### src/rtl/core/scpd_pkg.sv
// Shared types, constants and the CRC-16 byte step for the sync/CRC-16 deframer.
// No dependencies; imported by scpd_parser and the top level.
`default_nettype none

package scpd_pkg;

  localparam logic [7:0]  SYNC_A   = 8'h3E;  // '>'
  localparam logic [7:0]  SYNC_B   = 8'h2A;  // '*'
  localparam logic [15:0] CRC_INIT = 16'h00FF;

  localparam int unsigned NumTypeWords = 4;

  typedef struct packed {
    logic [NumTypeWords-1:0][63:0] types;
    logic [7:0]                    ack_mask;
  } cfg_t;

  typedef struct packed {
    logic        payload_valid;
    logic [7:0]  payload_byte;
    logic [7:0]  payload_index;
    logic        packet_done;
    logic        crc_ok;
    logic        type_known;
    logic [7:0]  frame_type;
    logic [7:0]  frame_flags;
    logic [7:0]  frame_length;
    logic        ack_request;
    logic [31:0] frames_seen;
    logic [31:0] frames_good;
  } res_t;

  // Reflected CCITT (poly 0x8408) update, one byte per call.
  function automatic logic [15:0] crc_step(input logic [15:0] crc, input logic [7:0] b);
    logic [7:0] d;
    d = b ^ crc[7:0];
    d = d ^ {d[3:0], 4'h0};
    return {d, crc[15:8]} ^ {12'h000, d[7:4]} ^ {5'h00, d, 3'b000};
  endfunction

endpackage

`default_nettype wire

### src/rtl/core/scpd_parser.sv
// Frame parser: phase sequencer, running CRC, held header fields and counters.
// Depends on scpd_pkg; state advances only when step_i is high.
`default_nettype none

module scpd_parser
  import scpd_pkg::*;
(
  input  wire logic       clk_i,
  input  wire logic       rst_ni,
  input  wire logic       step_i,
  input  wire logic [7:0] byte_i,
  input  wire cfg_t       cfg_i,
  output res_t            res_o
);

  localparam logic [3:0] PH_HUNT   = 4'd0;
  localparam logic [3:0] PH_SYNC_B = 4'd1;
  localparam logic [3:0] PH_SYNC_C = 4'd2;
  localparam logic [3:0] PH_LENGTH = 4'd3;
  localparam logic [3:0] PH_TYPE   = 4'd4;
  localparam logic [3:0] PH_FLAGS  = 4'd5;
  localparam logic [3:0] PH_DATA   = 4'd6;
  localparam logic [3:0] PH_CRC_LO = 4'd7;
  localparam logic [3:0] PH_CRC_HI = 4'd8;

  logic [3:0]  phase_q, phase_d;
  logic [7:0]  length_q, length_d;
  logic [7:0]  left_q, left_d;
  logic [7:0]  type_q, type_d;
  logic [7:0]  flags_q, flags_d;
  logic [15:0] crc_q, crc_d;
  logic [7:0]  crc_lo_q, crc_lo_d;
  logic [31:0] seen_q, seen_d;
  logic [31:0] good_q, good_d;

  logic        pv, done, ok, known;
  logic [7:0]  pidx;
  logic [63:0] type_word;

  assign type_word = cfg_i.types[type_q[7:6]];

  always_comb begin
    phase_d  = phase_q;
    length_d = length_q;
    left_d   = left_q;
    type_d   = type_q;
    flags_d  = flags_q;
    crc_d    = crc_q;
    crc_lo_d = crc_lo_q;
    seen_d   = seen_q;
    good_d   = good_q;
    pv       = 1'b0;
    pidx     = 8'h00;
    done     = 1'b0;
    ok       = 1'b0;
    known    = 1'b0;
    unique case (phase_q)
      PH_HUNT: begin
        phase_d  = (byte_i == SYNC_A) ? PH_SYNC_B : PH_HUNT;
        length_d = 8'h00;
        left_d   = 8'h00;
        flags_d  = 8'h00;
        crc_lo_d = 8'h00;
        crc_d    = CRC_INIT;
      end
      PH_SYNC_B: phase_d = (byte_i == SYNC_B) ? PH_SYNC_C : PH_HUNT;
      PH_SYNC_C: phase_d = (byte_i == SYNC_A) ? PH_LENGTH : PH_HUNT;
      PH_LENGTH: begin
        length_d = byte_i;
        phase_d  = PH_TYPE;
      end
      PH_TYPE: begin
        type_d = byte_i;
        if (length_q == 8'h00) begin
          // empty frame: drop it and hunt again
          phase_d = PH_HUNT;
        end else begin
          left_d  = length_q;
          crc_d   = crc_step(CRC_INIT, byte_i);
          phase_d = PH_FLAGS;
        end
      end
      PH_FLAGS: begin
        flags_d = byte_i;
        crc_d   = crc_step(crc_q, byte_i);
        phase_d = PH_DATA;
      end
      PH_DATA: begin
        pv     = 1'b1;
        pidx   = length_q - left_q;
        crc_d  = crc_step(crc_q, byte_i);
        left_d = left_q - 8'd1;
        if (left_d == 8'h00) begin
          phase_d = PH_CRC_LO;
        end
      end
      PH_CRC_LO: begin
        crc_lo_d = byte_i;
        phase_d  = PH_CRC_HI;
      end
      PH_CRC_HI: begin
        done    = 1'b1;
        seen_d  = seen_q + 32'd1;
        ok      = ({byte_i, crc_lo_q} == crc_q);
        if (ok) begin
          good_d = good_q + 32'd1;
        end
        known   = type_word[type_q[5:0]];
        phase_d = PH_HUNT;
      end
      default: phase_d = PH_HUNT;
    endcase
  end

  always_comb begin
    res_o.payload_valid = pv;
    res_o.payload_byte  = pv ? byte_i : 8'h00;
    res_o.payload_index = pidx;
    res_o.packet_done   = done;
    res_o.crc_ok        = ok;
    res_o.type_known    = known;
    res_o.frame_type    = type_d;
    res_o.frame_flags   = flags_d;
    res_o.frame_length  = length_d;
    res_o.ack_request   = ok && known && ((flags_q & cfg_i.ack_mask) != 8'h00);
    res_o.frames_seen   = seen_d;
    res_o.frames_good   = good_d;
  end

  always_ff @(posedge clk_i or negedge rst_ni) begin
    if (!rst_ni) begin
      phase_q  <= PH_HUNT;
      length_q <= 8'h00;
      left_q   <= 8'h00;
      type_q   <= 8'h00;
      flags_q  <= 8'h00;
      crc_q    <= CRC_INIT;
      crc_lo_q <= 8'h00;
      seen_q   <= 32'h0;
      good_q   <= 32'h0;
    end else if (step_i) begin
      phase_q  <= phase_d;
      length_q <= length_d;
      left_q   <= left_d;
      type_q   <= type_d;
      flags_q  <= flags_d;
      crc_q    <= crc_d;
      crc_lo_q <= crc_lo_d;
      seen_q   <= seen_d;
      good_q   <= good_d;
    end
  end

endmodule

`default_nettype wire

### src/rtl/core/sync_crc16_packet_deframer_top.sv
// Sync/length/CRC-16 packet deframer, top level. Depends on scpd_pkg, scpd_parser.
// A byte in the input register passes the combinational CRC byte step and phase
//   update, and its result word is loaded into the result register for the outputs.
// Throughput: one byte per cycle unless the result side stalls.
// Reset (rst_ni low, async): hunt for sync, CRC 0x00FF, counters 0, type bitmap 0,
//   ack mask 1, both pipeline stages empty.
`default_nettype none

module sync_crc16_packet_deframer_top
  import scpd_pkg::*;
(
  input  wire logic        clk_i,
  input  wire logic        rst_ni,
  // received byte channel
  input  wire logic        rx_valid_i,
  output logic             rx_ready_o,
  input  wire logic [7:0]  rx_byte_i,
  // result channel
  output logic             res_valid_o,
  input  wire logic        res_ready_i,
  output logic             payload_valid_o,
  output logic [7:0]       payload_byte_o,
  output logic [7:0]       payload_index_o,
  output logic             packet_done_o,
  output logic             crc_ok_o,
  output logic             type_known_o,
  output logic [7:0]       frame_type_o,
  output logic [7:0]       frame_flags_o,
  output logic [7:0]       frame_length_o,
  output logic             ack_request_o,
  output logic [31:0]      frames_seen_o,
  output logic [31:0]      frames_good_o,
  // configuration port
  input  wire logic        psel,
  input  wire logic        penable,
  input  wire logic        pwrite,
  input  wire logic [5:0]  paddr,
  input  wire logic [63:0] pwdata,
  output logic [63:0]      prdata,
  output logic             pready
);

  // register map, 8-byte stride
  localparam logic [2:0] REG_TYPES0   = 3'd0;
  localparam logic [2:0] REG_TYPES1   = 3'd1;
  localparam logic [2:0] REG_TYPES2   = 3'd2;
  localparam logic [2:0] REG_TYPES3   = 3'd3;
  localparam logic [2:0] REG_ACK_MASK = 3'd4;

  // ---------------------------------------------------------------------------
  // Configuration registers
  // ---------------------------------------------------------------------------
  cfg_t       cfg_q;
  logic       cfg_wr;
  logic [2:0] reg_idx;

  assign pready  = 1'b1;
  assign reg_idx = paddr[5:3];
  assign cfg_wr  = psel && penable && pwrite;

  always_ff @(posedge clk_i or negedge rst_ni) begin
    if (!rst_ni) begin
      cfg_q.types    <= '0;
      cfg_q.ack_mask <= 8'h01;
    end else if (cfg_wr) begin
      unique case (reg_idx)
        REG_TYPES0:   cfg_q.types[0]  <= pwdata;
        REG_TYPES1:   cfg_q.types[1]  <= pwdata;
        REG_TYPES2:   cfg_q.types[2]  <= pwdata;
        REG_TYPES3:   cfg_q.types[3]  <= pwdata;
        REG_ACK_MASK: cfg_q.ack_mask  <= pwdata[7:0];
        default: ;  // unmapped: drop the write
      endcase
    end
  end

  always_comb begin
    unique case (reg_idx)
      REG_TYPES0:   prdata = cfg_q.types[0];
      REG_TYPES1:   prdata = cfg_q.types[1];
      REG_TYPES2:   prdata = cfg_q.types[2];
      REG_TYPES3:   prdata = cfg_q.types[3];
      REG_ACK_MASK: prdata = {56'h0, cfg_q.ack_mask};
      default:      prdata = 64'h0;
    endcase
  end

  // ---------------------------------------------------------------------------
  // Two-stage pipeline: input register -> parser -> result register.
  // The input stage moves on whenever the result register is empty or being
  // drained, so a byte is taken every cycle unless the result side stalls.
  // ---------------------------------------------------------------------------
  logic       in_valid_q;
  logic [7:0] in_byte_q;
  logic       out_valid_q;
  res_t       out_q;
  res_t       step_res;
  logic       advance;

  assign advance    = in_valid_q && (!out_valid_q || res_ready_i);
  assign rx_ready_o = !in_valid_q || advance;

  always_ff @(posedge clk_i or negedge rst_ni) begin
    if (!rst_ni) begin
      in_valid_q <= 1'b0;
    end else if (rx_ready_o) begin
      in_valid_q <= rx_valid_i;
    end
  end

  // payload register, no reset needed
  always_ff @(posedge clk_i) begin
    if (rx_ready_o && rx_valid_i) begin
      in_byte_q <= rx_byte_i;
    end
  end

  // parser state advances exactly once per byte, as it enters the result register
  scpd_parser u_parser (
    .clk_i  (clk_i),
    .rst_ni (rst_ni),
    .step_i (advance),
    .byte_i (in_byte_q),
    .cfg_i  (cfg_q),
    .res_o  (step_res)
  );

  always_ff @(posedge clk_i or negedge rst_ni) begin
    if (!rst_ni) begin
      out_valid_q <= 1'b0;
    end else if (advance) begin
      out_valid_q <= 1'b1;
    end else if (res_ready_i) begin
      out_valid_q <= 1'b0;
    end
  end

  // hold the result word until it is taken
  always_ff @(posedge clk_i) begin
    if (advance) begin
      out_q <= step_res;
    end
  end

  assign res_valid_o     = out_valid_q;
  assign payload_valid_o = out_q.payload_valid;
  assign payload_byte_o  = out_q.payload_byte;
  assign payload_index_o = out_q.payload_index;
  assign packet_done_o   = out_q.packet_done;
  assign crc_ok_o        = out_q.crc_ok;
  assign type_known_o    = out_q.type_known;
  assign frame_type_o    = out_q.frame_type;
  assign frame_flags_o   = out_q.frame_flags;
  assign frame_length_o  = out_q.frame_length;
  assign ack_request_o   = out_q.ack_request;
  assign frames_seen_o   = out_q.frames_seen;
  assign frames_good_o   = out_q.frames_good;

endmodule

`default_nettype wire

### config.mk
export PLATFORM = sky130hd
export DESIGN_NAME = sync_crc16_packet_deframer_top
export DESIGN_NICKNAME = d
export VERILOG_FILES = /design/src/rtl/core/scpd_pkg.sv /design/src/rtl/core/scpd_parser.sv /design/src/rtl/core/sync_crc16_packet_deframer_top.sv
export SDC_FILE = /design/constraint.sdc
export NUM_CORES = 1
export LEC_CHECK = 0
export BUFFER_PORTS_ARGS = -buffer_cell sky130_fd_sc_hd__buf_2
export CAP_MARGIN = 20
export CORE_MARGIN = 8
export CORE_UTILIZATION = 40
export DETAILED_ROUTE_END_ITERATION = 12
export PLACE_DENSITY = 0.69
export SETUP_SLACK_MARGIN = 0.05
export SYNTH_ARGS = -nofsm -noshare
export SYNTH_HDL_FRONTEND = slang
export SYNTH_SLANG_ARGS = --single-unit
### constraint.sdc
create_clock -name clk_i -period 7.8 [get_ports clk_i]
set_input_delay 0.39 -clock clk_i [delete_from_list [all_inputs] [get_ports clk_i]]
set_output_delay 0.39 -clock clk_i [all_outputs]
set_load 0.1 [all_outputs]
**Word-level counts from Yosys, hierarchy flattened**

Cells that the tools add are included.

- Bitwise gates (word level): 9
- Eq/ne operators: 17
- Add/sub/neg operators: 4
- Reduce and logical (&&, ||, !) cells: 29
- Order comparisons: 2
- Multiplexer cells: 28

Operators with widths:

| operator | count |
|---|---|
| 64-bit one-hot mux with 5 select lines | 1 |
| 64-bit binary-select mux with 2-bit select | 1 |
| 32-bit 2-to-1 mux | 3 |
| 32-bit by 1-bit adder with 32-bit output, second input constant | 2 |
| 64-bit 2-to-1 mux | 1 |
| 16-bit one-hot mux with 3 select lines | 1 |
| 8-bit one-hot mux with 2 select lines | 3 |
| 4-bit one-hot mux with 8 select lines | 1 |
| 16-bit by 11-bit XOR with 16-bit output | 2 |
| 16-bit by 4-bit XOR with 16-bit output | 2 |
| 8-bit one-hot mux with 3 select lines | 1 |
| 8-bit XOR | 3 |
| 16-bit == test | 1 |
| 4-bit by 3-bit == test with 1-bit output, second input constant | 4 |
| 8-bit by 6-bit == test with 1-bit output, second input constant | 2 |
| 8-bit zero test | 2 |
| 16-bit 2-to-1 mux | 1 |
| 8-bit 2-to-1 mux | 2 |
| 2-bit AND reduction | 7 |
| 8-bit AND | 1 |
| 4-bit by 2-bit == test with 1-bit output, second input constant | 2 |
| 1-bit 2-to-1 mux | 8 |
| 8-bit NOT | 1 |
| 8-bit nonzero test | 1 |
| other kinds (24) | 36 |

- Bits in registers: 507
- Output and inout port bits: 176

**Depth between registers and ports, before layout**

- Depth in word-level cells: 7
- Depth in mapped cells: 11
- Depth with buffers taken out: 10

**Hierarchy**

A second synthesis with hierarchy kept.

- Cells, all modules: 1935
- Area, all modules: 25873.6 um^2

Modules (own cells, without submodules):

| module | instances | seq. area each (um^2) | area each (um^2) | cells each |
|---|---|---|---|---|
| sync_crc16_packet_deframer_top | 1 | 10171.0 | 15787.6 | 863 |
| scpd_parser | 1 | 3113.0 | 10085.9 | 1072 |

**Least setup slack after synthesis**

No wires, ideal clock.

- Path type: register to register
- Start point: register out_valid_q (netlist: res_valid_o)
- End point: register out_q (netlist bit ack_request_o) (enable)
- Library setup time: 0.516 ns
- Required time: 7.284 ns
- Path slack: 2.609 ns
- Arrival time: 4.675 ns
- Clock period less this slack: 5.191 ns
- Stages on the path, launching flop included: 6
- Cells stage by stage: dfrtp_1 > nand2b_1 > nand2_1 > inv_1 > clkbuf_1 > clkbuf_1

- Longest elaborated chain between the ends: 3

Ends and longest elaborated chain:

| item | RTL line | source |
|---|---|---|
| start: declaration | sync_crc16_packet_deframer_top.sv:95 | `logic out_valid_q;` |
| start signal: assignment | sync_crc16_packet_deframer_top.sv:130 | `out_valid_q <= 1'b0;` |
| start signal: assignment | sync_crc16_packet_deframer_top.sv:132 | `out_valid_q <= 1'b1;` |
| start signal: assignment | sync_crc16_packet_deframer_top.sv:134 | `out_valid_q <= 1'b0;` |
| 1-bit zero test | sync_crc16_packet_deframer_top.sv:100 | `assign advance = in_valid_q && (!out_valid_q \|\| res_ready_i);` |
| 1-bit logical OR | sync_crc16_packet_deframer_top.sv:100 |  |
| 1-bit logical AND | sync_crc16_packet_deframer_top.sv:100 |  |
| net advance | sync_crc16_packet_deframer_top.sv:98 | `logic advance;` |
| end signal: assignment | sync_crc16_packet_deframer_top.sv:141 | `out_q <= step_res;` |
| end: declaration | sync_crc16_packet_deframer_top.sv:96 | `res_t out_q;` |

The timed path passes the listed nets, and every way through them passes these cells.
A chain may end at the register's enable or synchronous reset.

==> impl_metrics.env <==
export IMPL_status="finished, final reports clean"
export IMPL_coreArea_um2=61700
export IMPL_ys_top_cells_by_area="dfrtp_1, edfxtp_1, mux2_2, mux4_2, a22oi_1"
export IMPL_crit_slowest_cell="dfrtp_4"
export IMPL_synth_edf_count=117
export IMPL_dieArea_um2=70600
export IMPL_hp_start="pwdata[25]"
export IMPL_clock_fmax_mhz=268
export IMPL_vias_per_cell=5.53
export IMPL_ir_drop_uv=219
export IMPL_cap_violations=0
export IMPL_drc=0
export IMPL_vias=17400
export IMPL_placed_area_um2=26900
export IMPL_dieHeight_um=266
export IMPL_num_rows=91
export IMPL_end_kind="flop"
export IMPL_crit_chain="buf_4 -> mux2i_1 -> a21oi_1 -> o211ai_1 -> o2111ai_1 -> o211ai_1 -> o41ai_1 -> and3_1"
export IMPL_grt_pass1_wl_mm=106
export IMPL_p_seq_share_pct=43.7
export IMPL_drt_wl_total_mm=67.8
export IMPL_yosysWarnings=0
export IMPL_layout_commonest_cell="dfrtp_1"
export IMPL_cp_required_ps=8240
export IMPL_fin_util_pct=46.8
export IMPL_rsz0062_at_grt="false"
export IMPL_antenna_found_initial=23
export IMPL_slew_headroom_pct=26.6
export IMPL_cts_setup_buffers=0
export IMPL_drt_antenna_violating_nets=0
export IMPL_io_pins=261
export IMPL_hold_violations=0
export IMPL_grt_pass1_vias=18100
export IMPL_grt_total_usage_pct=18.8
export IMPL_arrival_ps=4180
export IMPL_final_nets=2340
export IMPL_final_cell_area_um2=28900
export IMPL_power_density_nw_per_um2=265
export IMPL_worst_pin_slew_ps=1100
export IMPL_crit_start="u_parser.type_q[7]"
export IMPL_synth_nets=2125
export IMPL_grt_max_degree=156
export IMPL_initial_utilization_pct=40.4
export IMPL_cts_htree_levels=2
export IMPL_cpMostUsedCell="o211ai_1"
export IMPL_cp_max_fo=41
export IMPL_drt_pass1_iterations=7
export IMPL_drt_initial_drc_count=1323
export IMPL_tritoncts="done"
export IMPL_place_gp_congestion=0.857
export IMPL_finalCritPeriodShare_pct=47.8
export IMPL_fin_setup_tns_ps=0
export IMPL_fillers=5630
export IMPL_clock_sinks=507
export IMPL_hp_class="primary input to flop"
export IMPL_critical_path_buf_inv_count=1
export IMPL_synth_largest_area_cell="dfrtp_1"
export IMPL_path_delay_family="compound AO/OA/AOI/OAI gates"
export IMPL_synth_ff_type="dfrtp_1"
export IMPL_io_buffer_count=256
export IMPL_netlist_area_um2=24900
export IMPL_synth_async_reset_ratio_pct=76.9
export IMPL_drive_gt1_share_pct=31.8
export IMPL_switching_share_pct=32.6
export IMPL_synth_distinct_cells=76
export IMPL_finalSetupViolations=0
export IMPL_synth_seq_area_share_pct=53.3
export IMPL_cts_hold_buffers=10
export IMPL_cpPeakStageDelay_ps=900
export IMPL_final_cell_mix="dfrtp_1, mux2_2, buf_2"
export IMPL_post_place_ws_ps=4110
export IMPL_maxSlewViolCount=0
export IMPL_root_buffer="clkbuf_16"
export IMPL_p_switching_w=0.00249
export IMPL_worst_slack_ps=4070
export IMPL_cp_start_kind="flop"
export IMPL_die_x_um=266
export IMPL_detail_route_wl_per_cell_um=21.6
export IMPL_synth_top_area_share_pct=38.2
export IMPL_numCtsBuffers=56
export IMPL_cts_resized=0
export IMPL_rr_startpoint="u_parser.type_q[7]"
export IMPL_period_needed_ps=3730
export IMPL_synth_cells=2028
export IMPL_comb_power_share_pct=21.9
export IMPL_clk_pin_slew_worst_paths_ps=60
export IMPL_syn_area_per_cell_um2=12.3
export IMPL_clock_skew_ps=16.4
export IMPL_syn_to_final_growth_pct=15.8
export IMPL_hpwl_mm=44.7
export IMPL_clock_path_buffers=3
export IMPL_p_clk_share_pct=34.4
export IMPL_power_static_leakage_nw=12.7
export IMPL_synth_seq_cells=507
export IMPL_p_int_w=0.00515
export IMPL_path_class="flop to flop"
export IMPL_globalRoute_totalOverflow=0
export IMPL_clkLatencyLatePin_ps=590
## Yosys cell counts (9+ instances only)
| master | n |
|---|---|
| nand4_1 | 17 |
| nor3_2 | 11 |
| buf_2 | 28 |
| a21oi_1 | 28 |
| xnor2_1 | 85 |
| mux4_2 | 54 |
| xor2_1 | 91 |
| nor2_1 | 103 |
| dfstp_2 | 9 |
| nand3_1 | 43 |
| inv_1 | 33 |
| and2_1 | 16 |
| edfxtp_1 | 117 |
| a22o_1 | 26 |
| ha_1 | 11 |
| nor3_1 | 26 |
| clkbuf_1 | 82 |
| mux2i_1 | 33 |
| and3_1 | 14 |
| nand2b_1 | 13 |
| o21ai_0 | 61 |
| mux2_1 | 13 |
| mux2_2 | 259 |
| a22oi_1 | 136 |
| a221o_1 | 9 |
| nand2_1 | 206 |
| dfrtp_1 | 381 |
## sequential cells by signal, summed over array words and instances, names as in the netlist, 16 cells and up
| register | flops |
|---|---|
| cfg_q | 264 |
| frames_good_o | 32 |
| frames_seen_o | 32 |
| u_parser.good_q | 32 |
| u_parser.seen_q | 32 |
| u_parser.crc_q | 16 |
## power groups by stage
stage	Combinational (W)	Clock, W	Sequential [W]
CTS	0.00169	0.00268	0.00334
floorplan	0.00111	0	0.00351
global placement	0.00165	0	0.00335
detailed placement	0.00167	0	0.00339
global route	0.00177	0.00279	0.00339
finish	0.00167	0.00263	0.00334
## metal layers
layer	vias up	part of all wire, %	wire length (um)	track usage [%]
li1	7811	-	-	-
met1	8836	41	28000	23.9
met2	579	49	33000	31.4
met3	127	7.5	5120	4.81
met4	12	2.4	1650	5.97
met5	-	0.11	74	0
## cell type report
cell class	instances	area, um2	share of cell area, %
Antenna cell	14	35.0	0.121
Clock buffer	75	1520	5.28
Clock inverter	29	292	1.01
Inverter	33	129	0.446
Multi-Input combinational cell	1354	11000	38.0
Sequential cell	507	13300	46.0
Tap cell	837	1050	3.63
Timing Repair Buffer	291	1590	5.50
## stage by stage
step / total power, W / hold slack [ps] / cells
3_5_place_dp: 0.00506 / 454 / 3011
4_1_cts: 0.00771 / 21.0 / 3125
3_3_place_gp: 0.00500 / 431 / 3011
6_report: 0.00764 / 49.7 / 3140
2_1_floorplan: 0.00462 / 94.4 / 2028
5_1_grt: 0.00796 / 44.0 / 3130
## worst paths after layout
kind	end	slack (ps)	cells after the start
setup / recovery	ack_request_o	4070	8
setup reg to reg	ack_request_o	4070	8
hold reg to reg	u_parser.seen_q[31]	490	1
max in group asynchronous	cfg_q[47]	5860	3
min in group asynchronous	u_parser.left_q[4]	370	2
hold / removal	cfg_q[97]	50	2
## cell families (layout without fill, tap and decap cells)
group / Yosys count / after routing / synth area share (%)
muxes: 359 / 359 / 18.5
AOI/OAI and AO/OA: 310 / 310 / 8.69
xor gates and xnor gates: 176 / 176 / 6.18
DFF: 507 / 507 / 53.3
other: 1 / 15 / 0.0150
and+or+nand+nor: 496 / 496 / 9.72
adders and majority gates: 12 / 12 / 0.632
buffers and inverters: 167 / 428 / 3.03
Note: power is estimated with default switching activity, not from simulation.
